### config.mk
export PLATFORM = sky130hd
export DESIGN_NAME = mdht_ctrl
export DESIGN_NICKNAME = d
export VERILOG_FILES = /design/src/rtl/mdht_pkg.sv /design/src/rtl/mdht_ctrl.sv
export SDC_FILE = /design/constraint.sdc
export NUM_CORES = 1
export LEC_CHECK = 0
export ABC_AREA = 1
export BUFFER_PORTS_ARGS = -buffer_cell sky130_fd_sc_hd__clkbuf_2
export CAP_MARGIN = 15
export CORE_AREA = 2 2 39 41
export DETAILED_ROUTE_END_ITERATION = 8
export DIE_AREA = 0 0 41 43
export HOLD_SLACK_MARGIN = 0.02
export PLACE_DENSITY = 0.46
export SETUP_SLACK_MARGIN = 0.3
export SYNTH_ARGS = -nofsm -noshare
export SYNTH_HDL_FRONTEND = slang
export SYNTH_SLANG_ARGS = --single-unit
### constraint.sdc
create_clock -name clk -period 1.3 [get_ports clk]
set_input_delay 0.065 -clock clk [delete_from_list [all_inputs] [get_ports clk]]
set_output_delay 0.065 -clock clk [all_outputs]
set_load 0.05 [all_outputs]
### src/rtl/mdht_pkg.sv
// ----------------------------------------------------------------------------
// mdht_pkg
// Types and constants shared by the minimum-distance hazard tracker.
// ----------------------------------------------------------------------------
package mdht_pkg;

  localparam int unsigned KEY_W  = 52;
  localparam int unsigned INFO_W = 48;

  // Result status codes
  localparam logic [1:0] STATUS_NO_GAP = 2'd0;
  localparam logic [1:0] STATUS_GAP    = 2'd1;
  localparam logic [1:0] STATUS_ORDER  = 2'd2;
  localparam logic [1:0] STATUS_FULL   = 2'd3;

  typedef struct packed {
    logic        is_min_distance;
    logic [3:0]  ref_kind;
    logic [15:0] ref_id;
    logic [15:0] src_stage;
    logic [15:0] dst_stage;
    logic [15:0] bb_index;
    logic [31:0] node_id;
    logic [31:0] sched_pos;
    logic [31:0] issue_cyc;
    logic [15:0] hz_ord;
    logic [15:0] min_gap;
    logic [15:0] flag_bits;
  } hazard_t;

  typedef struct packed {
    logic [1:0]  status;
    logic [31:0] prod_node;
    logic [31:0] producer_order;
    logic [31:0] producer_cycle;
    logic [15:0] producer_hazard_index;
    logic [15:0] required_gap;
    logic [31:0] actual_gap;
    logic [15:0] delay_needed;
    logic [15:0] merged_flags;
  } result_t;

  // One producer record as held in the table RAM
  typedef struct packed {
    logic [KEY_W-1:0]  key;
    logic [31:0]       node;
    logic [31:0]       order;
    logic [31:0]       cycle;
    logic [INFO_W-1:0] info;   // hazard ordinal, distance, flags
  } entry_t;

  typedef enum logic [2:0] {
    ST_IDLE,
    ST_SCAN,
    ST_RESOLVE,
    ST_WRITE,
    ST_EMIT
  } ctrl_state_t;

  typedef struct packed {
    logic take;      // open the input port
    logic scan;      // step the table scan
    logic resolve;   // evaluate the gap and register the result
    logic write;     // commit the record update
    logic emit;      // hand the result to the output register
  } dp_cmd_t;

  typedef struct packed {
    logic in_fire;   // input transaction this cycle
    logic use_min;   // incoming use is a minimum-distance use
    logic scan_done; // every valid record has been compared
    logic out_free;  // output register can take a result
  } dp_status_t;

  function automatic logic [KEY_W-1:0] make_key(
    input logic [3:0]  rkind,
    input logic [15:0] rid,
    input logic [15:0] stage,
    input logic [15:0] block
  );
    return {rkind, rid, stage, block};
  endfunction

endpackage

### src/rtl/mdht_ctrl.sv
// ----------------------------------------------------------------------------
// mdht_ctrl
// Sequencer: take a use, scan the table, resolve, commit, emit (ignored uses skip to emit).
// ----------------------------------------------------------------------------
module mdht_ctrl (
  input  logic                 clk,
  input  logic                 rst,
  input  mdht_pkg::dp_status_t sts,
  output mdht_pkg::dp_cmd_t    cmd
);
  import mdht_pkg::*;

  ctrl_state_t state;
  ctrl_state_t state_next;

  always_ff @(posedge clk) begin
    if (rst) begin
      state <= ST_IDLE;
    end else begin
      state <= state_next;
    end
  end

  always_comb begin
    state_next = state;
    cmd        = '0;
    case (state)
      ST_IDLE: begin
        cmd.take = 1'b1;
        if (sts.in_fire) begin
          // ignored uses skip straight to the output with a cleared result
          state_next = sts.use_min ? ST_SCAN : ST_EMIT;
        end
      end
      ST_SCAN: begin
        cmd.scan = 1'b1;
        if (sts.scan_done) begin
          state_next = ST_RESOLVE;
        end
      end
      ST_RESOLVE: begin
        cmd.resolve = 1'b1;
        state_next  = ST_WRITE;
      end
      ST_WRITE: begin
        cmd.write  = 1'b1;
        state_next = ST_EMIT;
      end
      ST_EMIT: begin
        cmd.emit = 1'b1;
        if (sts.out_free) begin
          state_next = ST_IDLE;
        end
      end
      default: begin
        state_next = ST_IDLE;
      end
    endcase
  end

endmodule

== Word level (Yosys, flattened, before mapping) ==
Index checks and enable logic that the tools add are counted.

* Register bits: 3
* Input port bits: 6
* Output and inout bits: 5
* Logic and storage cells: 20

* Equality and inequality tests: 7
* Multiplexer cells: 10
* Reduce and logical (&&, ||, !) cells: 2

{| class="wikitable"
|+ Operator list
! operator !! number
|-
| case mux 3 bit (5 select lines) || 1
|-
| two-way mux 3 bit || 4
|-
| equality test 3 x 2 -> 1 bit, second input constant || 2
|-
| inequality test 2 bit, second input constant || 3
|-
| two-way mux 1 bit || 5
|-
| equality test 3 x 1 -> 1 bit, second input constant || 1
|-
| equality test 3 bit, second input constant || 1
|-
| logical NOT 3 bit || 1
|-
| AND reduction 3 bit || 1
|}

== Depth between registers and ports, before layout ==
* Depth in word-level cells: 3
* Depth in mapped cells: 5
* Mapped depth without buffers: 5

== Worst setup path after synthesis ==
OpenSTA, ideal clock, no wires.

* Path type: register to output
* Start point: register state[2]
* End point: output port cmd[0] (netlist bit)
* Arrival time: 1.510 ns
* Slack: -0.275 ns
* Cell stages (with the launch flop): 3
* Path through: dfxtp_1 inv_1 nor3_1

{| class="wikitable"
|+ RTL lines
! item !! RTL line !! source
|-
| from (decl) || mdht_ctrl.sv:13 || <nowiki>ctrl_state_t state;</nowiki>
|-
| from (signal assigned) || mdht_ctrl.sv:20 || <nowiki>state <= state_next;</nowiki>
|-
| to (decl) || mdht_ctrl.sv:9 || <nowiki>output mdht_pkg::dp_cmd_t cmd</nowiki>
|}

==> impl_metrics.json <==
{
  "synth_warnings": 0,
  "grt_overflow": 0,
  "synth-adder-area-share_pct": 0,
  "synthTopCellsByArea": "dfxtp_1 (26%), inv_1 (15%), nand3_1 (13%)",
  "setup_viol": 0,
  "cts_made_buffers": 3,
  "gp_congestion": 0.7218,
  "maxSlewViolCount": 0,
  "worstSetupStartpointType": "flop",
  "post-route-util_pct": 38.97,
  "instances_no_fill": 71,
  "syn-cell-area_sq_um": 230.2,
  "min_path_cells": 4,
  "slew_headroom_pct": 89.73,
  "drv_cap": 0,
  "ys_ff_latch": 3,
  "max_clock_freq_ghz": 0.9285,
  "routed_wl_um": 662,
  "dieArea_sq_um": 1763,
  "synth-simple-area-share_pct": 53.80,
  "viasPerCell": 4.070,
  "outcome": "finished, final reports clean",
  "finalSetupTns_ps": 0,
  "mostFrequentLayoutCells": "clkbuf_2 (5), buf_4 (5), inv_2 (4), inv_1 (4), nand3_1 (4)",
  "cts_buffer_depth": 2,
  "path_cells": "nor2_4, nand2_2, inv_2, clkbuf_16",
  "synth_top_area_share_pct": 26.09,
  "die_y_um": 43,
  "end_kind": "output port",
  "drt_iter0_drc": 2,
  "clk_pin_slew_ps": 40,
  "synth_xor_area_share_pct": 0,
  "leakage_nw": 0.2670,
  "p_clk_share_pct": 11.4,
  "dr.pass1.iters": 2,
  "numPortBuffers": 10,
  "nFillCells": 145,
  "grt_pass1_wl_um": 1097,
  "dp.cells": 61,
  "grt_setup_unrepaired": "true",
  "fin_crit_sh_pct": 82.85,
  "antenna_found_initial": 0,
  "startpoint": "state[1]",
  "register_area_sq_um": 71.32,
  "cp.required_ps": 1240,
  "switchingPower_mw": 0.7450,
  "place_ws_ps": 220.9,
  "slowest_delay_ps": 380,
  "chipWidth_um": 41,
  "drc": 0,
  "tightest_slew_ps": 153.7,
  "fp.coreArea_sq_um": 1384,
  "drive_above_1_share_pct": 72.73,
  "largest_registers": "state: 3 flops",
  "hp-start": "sts[2]",
  "grt_pass1_vias": 281,
  "clk_latency_ps": 240,
  "cts_tree": "built",
  "p_comb_share_pct": 71.7,
  "rr_worst_depth": 6,
  "path_max_fanout": 5,
  "skew_ps": 2.940,
  "dp_hpwl_um": 424.2,
  "grt_max_degree": 7,
  "holdCritPathClass": "primary input to flop",
  "rows": 14,
  "timing_worst_setup_path_type": "flop to output port",
  "synth_compound_area_share_pct": 3.804,
  "area_growth_pct": 134.2,
  "worstReg2RegStart": "state[1]",
  "seqPwrFrac_pct": 17.0,
  "finalHoldViolations": 0,
  "htreeDepth": 1,
  "initial_utilization_pct": 16.64,
  "hold_path_end": "state[2]",
  "synth_mux_area_share_pct": 0,
  "largest_reg_flops": 3,
  "synth-seq-area-share_pct": 26.09,
  "power.density_nw_per_um2": 2774,
  "syn_avg_cell_area_sq_um": 6.578,
  "nets": 62,
  "synth_nets": 41,
  "grt_use_total_pct": 10.14,
  "io_pins": 11,
  "synth.distinct_cells": 13,
  "multiInputGateArea_sq_um": 209.0,
  "period_needed_ps": 1077,
  "r2r_slack_ps": 240,
  "antenna-diode-count": 0,
  "cts-root-buf": "clkbuf_4",
  "swShare_pct": 49.80,
  "cts_sinks": 3,
  "r2r-end": "state[2]",
  "ant_nets": 0,
  "cp_data_arrival_time_ps": 1010,
  "worst_slack_ps": 223.0,
  "top_register": "state",
  "synth_top_family_by_area": "simple AND/OR/NAND/NOR gates",
  "peakVddDrop_mv": 0.8171,
  "intPower_mw": 0.7509,
  "wl_per_cell_um": 9.324,
  "synth_largest_area_cell": "dfxtp_1",
  "via_count": 289,
  "syn_inst": 35,
  "slowest_stage": "dfxtp_4"
}
-- worst max-delay path: cells and delay by family, from the launching register on --
family                 cells  cell delay (ps)
flip-flops                 1              380
buffers and inverters      2              210
AND/OR/NAND/NOR            2              190
-- synthesized netlist by cell type --
cell type and n:
nor2_1 4, inv_2 1, dfxtp_1 3, nor3_1 1, nor2_4 1, nand3b_2 1
nor2_2 1, nand3_2 2, o21ai_2 1, nor3_2 1, nand3_1 6, nand2_1 4
inv_1 9
-- layer usage --
metal	part of all wire, %	vias up	GRT usage (%)
met4	3.2	0	12.00
met5	0	-	0
li1	-	150	-
met2	60	7	15.63
met1	34	130	8.682
met3	2.3	2	3.141
-- worst max path at each step --
| stage | slack [ps] | endpoint |
|---|---|---|
| floorplan | 300 | cmd[1] |
| global placement | 230 | cmd[2] |
| detailed placement | 220 | state[0] |
| CTS | 210 | cmd[2] |
| global route | 180 | cmd[4] |
| finish | 220 | cmd[4] |
-- kinds of logic after synthesis --
group	Yosys count
buffers and inverters	10
AND/OR/NAND/NOR	21
flip-flops	3
AO/OA/AOI/OAI	1
-- power by group through the flow --
stage | Sequential [mW] | Combinational [mW] | Clock [mW]
CTS | 0.241 | 0.982 | 0.181
global route | 0.262 | 1.16 | 0.176
global placement | 0.199 | 0.608 | 0
floorplan | 0.189 | 0.499 | 0
finish | 0.254 | 1.07 | 0.170
detailed placement | 0.201 | 0.607 | 0
-- area by class of cell --
| cell class | count | share of cell area [%] |
|---|---|---|
| repair buffers | 16 | 31.09 |
| multi-input cells | 22 | 38.75 |
| flip-flops and latches | 3 | 13.23 |
| inverters | 10 | 8.353 |
| well taps | 16 | 3.712 |
| clock buffers | 4 | 4.872 |
-- metrics by stage --
step           area (sq um)  hold slack (ps)  total power, mW
2_1_floorplan         241.5            134.7           0.6884
3_3_place_gp          311.5            256.4           0.8063
3_5_place_dp          311.5            259.3           0.8077
4_1_cts               504.2            148.5            1.404
5_1_grt               539.3            169.7            1.593
6_report              539.3            160.5            1.496
-- what timing repair did --
| action | in CTS | in global routing |
|---|---|---|
| setup buffers | 4 | 1 |
| endpoints found under the setup margin | 8 | 8 |
| hold buffers | 1 | 0 |
| gates resized for setup | 31 | 10 |
| hold endpoints to repair | 1 | 0 |
| pin swaps | 5 | 3 |
Power figures use the tool's default switching activity.
